## config.mk

```make
export PLATFORM = sky130hd
export DESIGN_NAME = kv_cache_reply_parser
export DESIGN_NICKNAME = d
export VERILOG_FILES = /design/src/sv/kvcrp_pkg.sv /design/src/sv/kvcrp_front.sv /design/src/sv/kvcrp_fifo.sv /design/src/sv/kvcrp_back.sv /design/src/sv/kv_cache_reply_parser.sv
export SDC_FILE = /design/constraint.sdc
export NUM_CORES = 1
export LEC_CHECK = 0
export BUFFER_PORTS_ARGS = -buffer_cell sky130_fd_sc_hd__buf_2
export CAP_MARGIN = 20
export CORE_MARGIN = 5
export CORE_UTILIZATION = 40
export DETAILED_ROUTE_END_ITERATION = 10
export PLACE_DENSITY_LB_ADDON = 0.05
export RECOVER_POWER = 50
export SLEW_MARGIN = 20
export SYNTH_ARGS = -nofsm -noshare
export SYNTH_HDL_FRONTEND = slang
export SYNTH_SLANG_ARGS = --single-unit
```

## constraint.sdc

```tcl
create_clock -name clk -period 12.2 [get_ports clk]
set_input_delay 1.22 -clock clk [delete_from_list [all_inputs] [get_ports clk]]
set_output_delay 1.22 -clock clk [all_outputs]
set_load 0.01 [all_outputs]
```

## src/sv/kvcrp_pkg.sv

```systemverilog
// Shared types and constants for the key-value cache reply parser.
// Used by every module of the block; no dependencies.
package kvcrp_pkg;

	localparam int HEADER_BYTES = 24;
	localparam logic [7:0] REPLY_MAGIC = 8'h81;
	localparam logic [7:0] RAW_TYPE = 8'h00;

	localparam int FIFO_DEPTH = 4;
	localparam int FIFO_AW = $clog2(FIFO_DEPTH);

	typedef enum logic [1:0] {
		OK_VALUE = 2'd0,
		OK_DONE  = 2'd1,
		OK_ERROR = 2'd2
	} out_kind_t;

	typedef enum logic [1:0] {
		ERR_MAGIC  = 2'd0,
		ERR_DTYPE  = 2'd1,
		ERR_LENGTH = 2'd2
	} err_code_t;

	typedef struct packed {
		out_kind_t   out_kind;
		logic [7:0]  value_byte;
		logic        last_of_reply;
		logic [15:0] reply_status;
		logic [31:0] value_length;
		err_code_t   error_code;
	} result_t;

	typedef struct packed {
		logic    push;
		result_t data;
	} q_wr_t;

	typedef struct packed {
		logic    empty;
		result_t data;
	} q_rd_t;

endpackage

```

## src/sv/kvcrp_front.sv

```systemverilog
// Front end: accepts stream words, tracks header/body position, classifies
// each byte and pushes at most one result word into the queue.
// Depends on kvcrp_pkg.
module kvcrp_front (
	input  logic                 clk,
	input  logic                 arst_n,
	input  logic                 accept,
	input  logic                 kind,
	input  logic [7:0]           in_byte,
	output kvcrp_pkg::q_wr_t     q_wr
);

	localparam logic [32:0] HDR_BYTES = 33'(kvcrp_pkg::HEADER_BYTES);
	localparam logic [32:0] HDR_LAST  = 33'(kvcrp_pkg::HEADER_BYTES - 1);
	localparam logic [4:0]  P_MAGIC   = 5'd0;
	localparam logic [4:0]  P_KEY_HI  = 5'd2;
	localparam logic [4:0]  P_KEY_LO  = 5'd3;
	localparam logic [4:0]  P_EXTRAS  = 5'd4;
	localparam logic [4:0]  P_DTYPE   = 5'd5;
	localparam logic [4:0]  P_STAT_HI = 5'd6;
	localparam logic [4:0]  P_STAT_LO = 5'd7;
	localparam logic [4:0]  P_BODY_3  = 5'd8;
	localparam logic [4:0]  P_BODY_2  = 5'd9;
	localparam logic [4:0]  P_BODY_1  = 5'd10;
	localparam logic [4:0]  P_BODY_0  = 5'd11;
	localparam logic [4:0]  P_SUM     = 5'd12;

	logic [32:0] pos_q;
	logic [31:0] body_q;
	logic [15:0] key_q;
	logic [7:0]  extras_q;
	logic [15:0] status_q;
	logic [16:0] vs_q;
	logic [32:0] vpos_q;
	logic [32:0] final_q;
	logic [31:0] vlen_q;
	logic        halted_q;

	logic in_header;
	logic at_last_hdr;
	logic magic_bad;
	logic dtype_bad;
	logic len_bad;
	logic body_last;
	logic body_value;
	logic live;

	assign live        = accept && !kind && !halted_q;
	assign in_header   = pos_q < HDR_BYTES;
	assign at_last_hdr = pos_q == HDR_LAST;
	assign magic_bad   = pos_q[4:0] == P_MAGIC && in_byte != kvcrp_pkg::REPLY_MAGIC;
	assign dtype_bad   = pos_q[4:0] == P_DTYPE && in_byte != kvcrp_pkg::RAW_TYPE;
	assign len_bad     = at_last_hdr && {15'd0, vs_q} > body_q;
	assign body_last   = pos_q >= final_q;
	assign body_value  = pos_q >= vpos_q;

	always_comb begin
		q_wr.push = 1'b0;
		q_wr.data = '0;
		if (live) begin
			if (in_header) begin
				if (magic_bad || dtype_bad || len_bad) begin
					q_wr.push = 1'b1;
					q_wr.data.out_kind = kvcrp_pkg::OK_ERROR;
					q_wr.data.error_code = magic_bad ? kvcrp_pkg::ERR_MAGIC :
						(dtype_bad ? kvcrp_pkg::ERR_DTYPE : kvcrp_pkg::ERR_LENGTH);
				end else if (at_last_hdr && body_q == 32'd0) begin
					q_wr.push = 1'b1;
					q_wr.data.out_kind = kvcrp_pkg::OK_DONE;
					q_wr.data.last_of_reply = 1'b1;
					q_wr.data.reply_status = status_q;
				end
			end else if (body_value || body_last) begin
				q_wr.push = 1'b1;
				q_wr.data.out_kind = body_value ? kvcrp_pkg::OK_VALUE : kvcrp_pkg::OK_DONE;
				q_wr.data.value_byte = body_value ? in_byte : 8'd0;
				q_wr.data.last_of_reply = body_last;
				q_wr.data.reply_status = status_q;
				q_wr.data.value_length = vlen_q;
			end
		end
	end

	always_ff @(posedge clk or negedge arst_n) begin
		if (!arst_n) begin
			pos_q    <= '0;
			body_q   <= '0;
			key_q    <= '0;
			extras_q <= '0;
			status_q <= '0;
			vs_q     <= '0;
			vpos_q   <= '0;
			final_q  <= '0;
			vlen_q   <= '0;
			halted_q <= 1'b0;
		end else if (accept && kind) begin
			pos_q    <= '0;
			body_q   <= '0;
			key_q    <= '0;
			extras_q <= '0;
			status_q <= '0;
			vs_q     <= '0;
			vpos_q   <= '0;
			final_q  <= '0;
			vlen_q   <= '0;
			halted_q <= 1'b0;
		end else if (live) begin
			if (in_header) begin
				case (pos_q[4:0])
					P_KEY_HI:  key_q[15:8]    <= in_byte;
					P_KEY_LO:  key_q[7:0]     <= in_byte;
					P_EXTRAS:  extras_q       <= in_byte;
					P_STAT_HI: status_q[15:8] <= in_byte;
					P_STAT_LO: status_q[7:0]  <= in_byte;
					P_BODY_3:  body_q         <= {in_byte, 24'd0};
					P_BODY_2:  body_q[23:16]  <= in_byte;
					P_BODY_1:  body_q[15:8]   <= in_byte;
					P_BODY_0:  body_q[7:0]    <= in_byte;
					P_SUM:     vs_q           <= {9'd0, extras_q} + {1'b0, key_q};
					default: ;
				endcase
				if (magic_bad || dtype_bad || len_bad) begin
					halted_q <= 1'b1;
				end else if (at_last_hdr && body_q == 32'd0) begin
					pos_q <= '0;
				end else begin
					pos_q <= pos_q + 33'd1;
				end
				if (at_last_hdr) begin
					final_q <= HDR_LAST + {1'b0, body_q};
					vlen_q  <= body_q - {15'd0, vs_q};
					vpos_q  <= {16'd0, vs_q} + HDR_BYTES;
				end
			end else begin
				pos_q <= body_last ? '0 : pos_q + 33'd1;
			end
		end
	end

endmodule

```

## src/sv/kvcrp_fifo.sv

```systemverilog
// Short result queue between the front end and the output stage.
// Depends on kvcrp_pkg.
module kvcrp_fifo (
	input  logic              clk,
	input  logic              arst_n,
	input  kvcrp_pkg::q_wr_t  q_wr,
	input  logic              pop,
	output logic              full,
	output kvcrp_pkg::q_rd_t  q_rd
);

	kvcrp_pkg::result_t mem_q [kvcrp_pkg::FIFO_DEPTH];
	logic [kvcrp_pkg::FIFO_AW-1:0] wr_ptr_q;
	logic [kvcrp_pkg::FIFO_AW-1:0] rd_ptr_q;
	logic [kvcrp_pkg::FIFO_AW:0]   count_q;
	logic do_push;
	logic do_pop;

	assign full       = count_q == (kvcrp_pkg::FIFO_AW+1)'(kvcrp_pkg::FIFO_DEPTH);
	assign q_rd.empty = count_q == '0;
	assign q_rd.data  = mem_q[rd_ptr_q];
	assign do_push    = q_wr.push && !full;
	assign do_pop     = pop && !q_rd.empty;

	always_ff @(posedge clk) begin
		if (do_push) begin
			mem_q[wr_ptr_q] <= q_wr.data;
		end
	end

	always_ff @(posedge clk or negedge arst_n) begin
		if (!arst_n) begin
			wr_ptr_q <= '0;
			rd_ptr_q <= '0;
			count_q  <= '0;
		end else begin
			if (do_push) begin
				wr_ptr_q <= wr_ptr_q + 1'b1;
			end
			if (do_pop) begin
				rd_ptr_q <= rd_ptr_q + 1'b1;
			end
			if (do_push && !do_pop) begin
				count_q <= count_q + 1'b1;
			end else if (do_pop && !do_push) begin
				count_q <= count_q - 1'b1;
			end
		end
	end

endmodule

```

## src/sv/kvcrp_back.sv

```systemverilog
// Output stage: pops result words from the queue into the output register.
// Depends on kvcrp_pkg.
module kvcrp_back (
	input  logic               clk,
	input  logic               arst_n,
	input  kvcrp_pkg::q_rd_t   q_rd,
	output logic               pop,
	input  logic               out_ready,
	output logic               out_valid,
	output kvcrp_pkg::result_t res
);

	logic               valid_q;
	kvcrp_pkg::result_t res_q;

	assign pop       = !q_rd.empty && (!valid_q || out_ready);
	assign out_valid = valid_q;
	assign res       = res_q;

	always_ff @(posedge clk or negedge arst_n) begin
		if (!arst_n) begin
			valid_q <= 1'b0;
		end else if (pop) begin
			valid_q <= 1'b1;
		end else if (out_ready) begin
			valid_q <= 1'b0;
		end
	end

	always_ff @(posedge clk) begin
		if (pop) begin
			res_q <= q_rd.data;
		end
	end

endmodule

```

## src/sv/kv_cache_reply_parser.sv

```systemverilog
// Binary key-value cache reply parser, top level.
// Instantiates kvcrp_front, kvcrp_fifo and kvcrp_back; uses kvcrp_pkg.
//
// Input channel (in_valid/in_ready): one word per cycle, kind 0 carries a
// reply byte, kind 1 restarts the parser (clears header state and any halt)
// and gives no result. Output channel (out_valid/out_ready): zero or one
// result per input word, in input order.
// Each reply is a 24-byte header, then extras and key (skipped), then value
// bytes, each one emitted as a value result; the reply's final byte is
// flagged last_of_reply, and a reply with an empty value gives one done
// result. A bad magic, bad data type or oversized extras plus key gives one
// error result and halts the parser until a restart word.
// Throughput: one word per cycle while out_ready stays high. A result is
// written by the front end into a 4-entry queue at the accepting edge, and
// the output register then takes it from the queue; it waits in the queue
// while the output stalls.
// When out_ready is low, results collect in the queue; in_ready drops only
// when the queue is full, and rises again as the output drains.
// Reset: all parser state cleared, queue empty, out_valid low.
module kv_cache_reply_parser (
	input  logic        clk,
	input  logic        arst_n,
	input  logic        in_valid,
	output logic        in_ready,
	input  logic        kind,
	input  logic [7:0]  in_byte,
	output logic        out_valid,
	input  logic        out_ready,
	output logic [1:0]  out_kind,
	output logic [7:0]  value_byte,
	output logic        last_of_reply,
	output logic [15:0] reply_status,
	output logic [31:0] value_length,
	output logic [1:0]  error_code
);

	kvcrp_pkg::q_wr_t   q_wr;
	kvcrp_pkg::q_rd_t   q_rd;
	kvcrp_pkg::result_t res;
	logic               full;
	logic               pop;

	assign in_ready = !full;

	kvcrp_front u_front (
		.clk     (clk),
		.arst_n  (arst_n),
		.accept  (in_valid && in_ready),
		.kind    (kind),
		.in_byte (in_byte),
		.q_wr    (q_wr)
	);

	kvcrp_fifo u_fifo (
		.clk    (clk),
		.arst_n (arst_n),
		.q_wr   (q_wr),
		.pop    (pop),
		.full   (full),
		.q_rd   (q_rd)
	);

	kvcrp_back u_back (
		.clk       (clk),
		.arst_n    (arst_n),
		.q_rd      (q_rd),
		.pop       (pop),
		.out_ready (out_ready),
		.out_valid (out_valid),
		.res       (res)
	);

	assign out_kind      = res.out_kind;
	assign value_byte    = res.value_byte;
	assign last_of_reply = res.last_of_reply;
	assign reply_status  = res.reply_status;
	assign value_length  = res.value_length;
	assign error_code    = res.error_code;

endmodule

```

# Yosys cells after proc, flatten, opt, wreduce, memory -nomap -nowiden
# Memory sizes are Yosys's and may differ from the RTL's. A register that Yosys moved wholly into a read port is not among the register bits.
# Cells that the tools add are included.
totals:
  memories: 1
  word_cells: 174
  output_inout_bits: 63
  ramBits: 244
  in_bits: 13
  romBits: 0
  latch_bits: 0
  regBits: 229
op_classes:
  eq_ne: 15
  magnitude_cmp: 4
  div: 0
  n_shift: 0
  bitwise_logic: 0
  muxes: 69
  n_reduce_logical: 57
  n_mul: 0
  addsub: 9
mem_list:
  columns: ["name", "depth", "word_bits", "read_ports", "rd_clocked_by_memory_dff", "write_ports", "line_no", "rtl"]
  rows:
  - ["u_fifo.mem_q", 4, 61, 1, 1, 1, "kvcrp_fifo.sv:12", "kvcrp_pkg::result_t mem_q [kvcrp_pkg::FIFO_DEPTH];"]
op_table:
  columns: ["operator", "n"]
  rows:
  - ["33-bit 2-to-1 mux", 14]
  - ["32-bit 2-to-1 mux", 8]
  - ["17-bit 2-to-1 mux", 7]
  - ["16-bit 2-to-1 mux", 6]
  - ["8-bit 2-to-1 mux", 11]
  - ["33-bit greater-or-equal comparator", 2]
  - ["62-bit 2-to-1 mux", 1]
  - ["60-bit 2-to-1 mux", 1]
  - ["8-bit one-hot mux with 2 select lines", 3]
  - ["3-bit AND reduction", 12]
  - ["33-bit by 1-bit adder with 33-bit output (second input constant)", 1]
  - ["5-bit by 32-bit adder with 33-bit output (first input constant)", 1]
  - ["33-bit by 5-bit equality test with 1-bit output (second input constant)", 1]
  - ["33-bit by 5-bit less-than comparator with 1-bit output (second input constant)", 1]
  - ["17-bit by 32-bit greater-than comparator with 1-bit output", 1]
  - ["32-bit zero test", 1]
  - ["32-bit by 17-bit subtractor with 32-bit output", 1]
  - ["2-bit nonzero test", 13]
  - ["5-bit by 4-bit equality test with 1-bit output (second input constant)", 5]
  - ["5-bit by 3-bit equality test with 1-bit output (second input constant)", 4]
  - ["17-bit by 5-bit adder with 18-bit output (second input constant)", 1]
  - ["8-bit by 16-bit adder with 17-bit output", 1]
  - ["3-bit 2-to-1 mux", 5]
  - ["1-bit logical AND", 13]
  - ["16 further kinds", 40]

# Logic depth before layout (Yosys ltp)
logic_depth:
  ltp_word: 12
  ltp_mapped: 16
  ltp_nobuf: 16

# Cells and area by module
# Synthesis repeated with hierarchy kept, for this count alone.
hier_totals:
  cells_unflattened: 1894
  hier_area_um2: 24055.6
modules_own_cells:
  columns: ["module", "area_per_inst_um2", "cells_each", "n_inst"]
  rows:
  - ["kvcrp_front", 12867.3, 1471, 1]
  - ["kvcrp_fifo", 9296.4, 355, 1]
  - ["kvcrp_back", 1881.8, 66, 1]
  - ["kv_cache_reply_parser", 10.0, 2, 1]

# Worst setup path after synthesis
# Ideal clock, no wire load.
synth_path:
  path_kind: "input to register"
  startpoint: "input port out_ready"
  endpoint: "register u_fifo.count_q[1] in the netlist's numbering"
  path_buffers: 0
  path_slack_ns: 6.479
  t_arrival_ns: 5.596
  setup_time_ns: 0.125
  cell_stages: 7
  path_cell_list: "inv_1 > a21oi_1 > inv_1 > ha_1 > inv_1 > fa_1 > mux2_2"
synth_via:
  elab_chain_len: 6
  elab_cells_between_ends: 8
synth_lines:
  columns: ["element", "line_no", "rtl"]
  rows:
  - ["start, declared", "kv_cache_reply_parser.sv:28", "input logic out_ready,"]
  - ["1-bit logical OR *", "kvcrp_back.sv:16", "assign pop = !q_rd.empty && (!valid_q || out_ready);"]
  - ["1-bit logical AND *", "kvcrp_back.sv:16", null]
  - ["net pop", "kv_cache_reply_parser.sv:41", "logic pop;"]
  - ["1-bit logical AND *", "kvcrp_fifo.sv:23", "assign do_pop = pop && !q_rd.empty;"]
  - ["1-bit zero test", "kvcrp_fifo.sv:43", "if (do_push && !do_pop) begin"]
  - ["1-bit logical AND", "kvcrp_fifo.sv:43", null]
  - ["3-bit 2-to-1 mux / 2-bit nonzero test (equally long branches)", null, null]
  - ["end signal, assigned", "kvcrp_fifo.sv:44", "count_q <= count_q + 1'b1;"]
  - ["end signal, assigned", "kvcrp_fifo.sv:46", "count_q <= count_q - 1'b1;"]
  - ["end, declared", "kvcrp_fifo.sv:15", "logic [kvcrp_pkg::FIFO_AW:0] count_q;"]
# The timed path passes the listed nets; every way through them passes the cells marked *.
# A chain may end at the register's enable or synchronous reset.

==> flow_summary.yaml <==
status:
  status: "finished, violations left"
  violations: "max-capacitance violations, max-slew violations"
flow_run:
  maxCapViolCount: 5
die:
  die_area_um2: 66000
  fp.coreArea_um2: 60400
  ios: 76
  initial_core_util_pct: 40.4
  die_y_um: 257
  dieWidth_um: 257
  core.rowCount: 90
pwr:
  leakage_nw: 10.9
  power_mw: 4.74
  worst_ir_drop_vdd_uv: 124
  power_density_nw_per_um2: 174
hold_path:
  hp-class: "reg -> reg"
clock_tree:
  clkSinkCount: 519
  cts_buffers: 57
  h-tree-depth: 2
  clk_path_buf_depth: 3
  cts-root-buf: "clkbuf_16"
  clk_latency_ns: 0.63
  path_clk_slew_ns: 0.06
  post_cts_buffers: 0
  cts_tree: "yes"
  cts.repair.resized: 0
  hold_buffers: 0
timing:
  fmax_ghz: 0.165
  finalCritPeriodShare_pct: 49.6
  finalHoldWorstSlack_ns: 0.513
  worstMarginPinSlew_ns: 5.88
  min_period_ns: 6.05
  relSlewSlack_pct: -292
  setup_viol: 0
  rsz0062_at_grt: "no"
  slew_viol_final: 291
  skew_ns: 0.0300
  tns_ns: 0
  hold_violations: 0
detailed_routing:
  num_vias: 15400
  route.detailed.drc: 0
  routed_wl_um: 63100
  drt-initial-drc-count: 1137
  via_per_inst: 5.47
  routedWlPerCell_um: 22.5
  antenna_left: 0
  drt_first_pass_iters: 5
placed_design:
  port_buffers: 75
  placed_area_um2: 25500
  dp_hpwl_um: 42300
  gp_congestion: 0.851
finish:
  drive_gt1_share_pct: 11.0
  diodes: 0
  nets: 2081
  layout-area-overhead-vs-synth_pct: 11.7
  finalInstanceArea_um2: 27200
worst_setup_path:
  reg2reg_slack_ns: 6.63
  cp_top_family: "buffers and inverters"
  cp.arrival_ns: 5.35
  critPathLaunchType: "primary input"
  critPathKind: "in -> async"
  path_cells: "clkbuf_1"
  crit_path_top_delay_cell: "clkbuf_1"
  worst-path-buf-inv: 1
  required_ns: 11.50
  timing.critical_path.fanout_max: 100
  crit_path_end_kind: "async pin"
  cpPeakStageDelay_ns: 4.05
logic_synthesis:
  synth_edf_count: 305
  ys_async_sr_fraction_pct: 41.2
  synth_warnings: 0
  synthDistinctLibCells: 78
  netlist_area_um2: 24400
  ys_seq_elements: 519
  synth_seq_area_share_pct: 59.5
  synth.net_count: 2031
  netlist_instances: 1927
  postSynthAreaPerCell_um2: 12.7
  ys.flop_type: "edfxtp_1"
global_routing:
  grt.overflow.total: 0
  grt_max_degree: 101
  grt_pass1_wl_um: 98200
  grt_pass1_vias: 15700
  antenna_found_initial: 0
  grtUsageTotal_pct: 19.1
## state kept, by name (all words and copies together), names as in the netlist
name and flops:
u_front.pos_q 33, u_front.halted_q 1, u_fifo.count_q 3, u_front.vs_q 17, u_front.key_q 16, u_front.extras_q 8
u_front.status_q 16, u_fifo.mem_q 244, u_back.res 61, u_fifo.rd_ptr_q 2, u_front.vlen_q 32, u_front.vpos_q 18
u_front.body_q 32, u_front.final_q 33, u_back.out_valid 1, u_fifo.wr_ptr_q 2
## placed cells by master, fill, tap and decap left out, drive strengths merged, types with 6 or more instances in the layout
master and n:
xor2 39, a21oi 115, and3 70, inv 100, mux4 61, and4 7, and2 13, a211oi 49
mux2i 41, nor3b 6, ha 88, clkinv 16, nor2b 32, nand2b 11, edfxtp 305, clkbuf 150
a221oi 6, or3 11, nand3 69, nand2 148, buf 24, nand3b 10, a21o 26, a31oi 8
nor2 137, nor4 19, dfrtp 214, a32o 24, o21ai 59, or2 11, bufinv 6, nor3 21
nand4 18, xnor2 42
## per-stage QoR
stage,worst slack [ns],instances,util [%]
after floorplan,6.48,1927,-
after global routing,4.94,2807,45.1
after global placement,7.77,2700,42.2
after CTS,7.65,2807,45.4
after detailed placement,7.69,2700,42.2
final,6.15,2807,45.1
## logic make-up after synthesis
group / synth area share (%)
adder cells (fa/ha/maj): 4.76
flip-flops: 59.5
buffers and inverters: 3.47
multiplexers: 7.50
XOR/XNOR: 2.91
AND/OR/NAND/NOR: 12.9
AO/OA/AOI/OAI: 8.97
## cells in the mapped netlist (5+ instances only)
library cell | number | area [um^2]
nor4_1 | 11 | 68.8
a21oi_1 | 110 | 551
buf_2 | 12 | 60.1
mux2i_1 | 41 | 410
ha_1 | 88 | 1100
a21o_1 | 26 | 195
nand4_1 | 16 | 100
dfrtp_1 | 214 | 5360
xnor2_1 | 42 | 368
or2_2 | 11 | 68.8
edfxtp_1 | 305 | 9160
buf_1 | 7 | 26.3
buf_4 | 6 | 45.0
clkbuf_1 | 71 | 267
nand3b_1 | 10 | 75.1
mux4_2 | 61 | 1370
xor2_1 | 39 | 342
a211oi_1 | 45 | 338
and2_1 | 13 | 81.3
nand2b_1 | 11 | 68.8
o21ai_0 | 57 | 285
a32o_1 | 24 | 240
a221oi_1 | 6 | 52.6
and4_1 | 7 | 61.3
and3_1 | 70 | 438
a31oi_1 | 8 | 50.1
inv_1 | 100 | 375
buf_6 | 6 | 67.6
nor4_2 | 6 | 75.1
a22o_1 | 5 | 43.8
a221o_1 | 5 | 50.1
or3_1 | 11 | 68.8
nor3_1 | 21 | 105
nor2_1 | 137 | 514
nand2_1 | 147 | 552
nand3_1 | 69 | 345
nor2b_1 | 32 | 200
## per-layer routing
metal	GRT usage, %	share of wire, %	vias to the layer above
met5	0	0	-
met2	30.8	47	312
met1	27.3	47	7739
li1	-	-	7216
met4	5.19	2.3	0
met3	2.75	3.9	85
## where the power goes
| group | switching, mW | internal (mW) | total (mW) | leakage [nW] |
|---|---|---|---|---|
| sequential | 0.108 | 2.11 | 2.21 | 5.84 |
| clock | 0.721 | 1.05 | 1.77 | 0.945 |
| combinational | 0.443 | 0.310 | 0.753 | 4.08 |
| total | 1.27 | 3.47 | 4.74 | 10.9 |
## layout make-up
type | count | area (um^2)
clock buffer | 80 | 1610
clock inverter | 27 | 344
fill | 5596 | 33100
inverter | 100 | 375
multi-input combinational | 1205 | 9000
sequential | 519 | 14500
tap | 782 | 978
timing repair buffer | 94 | 415
## path summary, 6_finish.rpt
check / start / to / cells past startpoint
worst max register to register: u_front.pos_q[4] / u_fifo.mem_q[0][59] / 11
worst max-delay path: arst_n / u_front.vlen_q[31] / 1
max in group clk: u_front.pos_q[4] / u_fifo.mem_q[0][59] / 11
worst min register to register: u_front.vlen_q[10] / u_front.vlen_q[10] / 2
min in group asynchronous: arst_n / u_front.extras_q[0] / 1
worst min-delay path: u_front.vlen_q[10] / u_front.vlen_q[10] / 2
No activity file was read; power rests on OpenSTA's default activity.
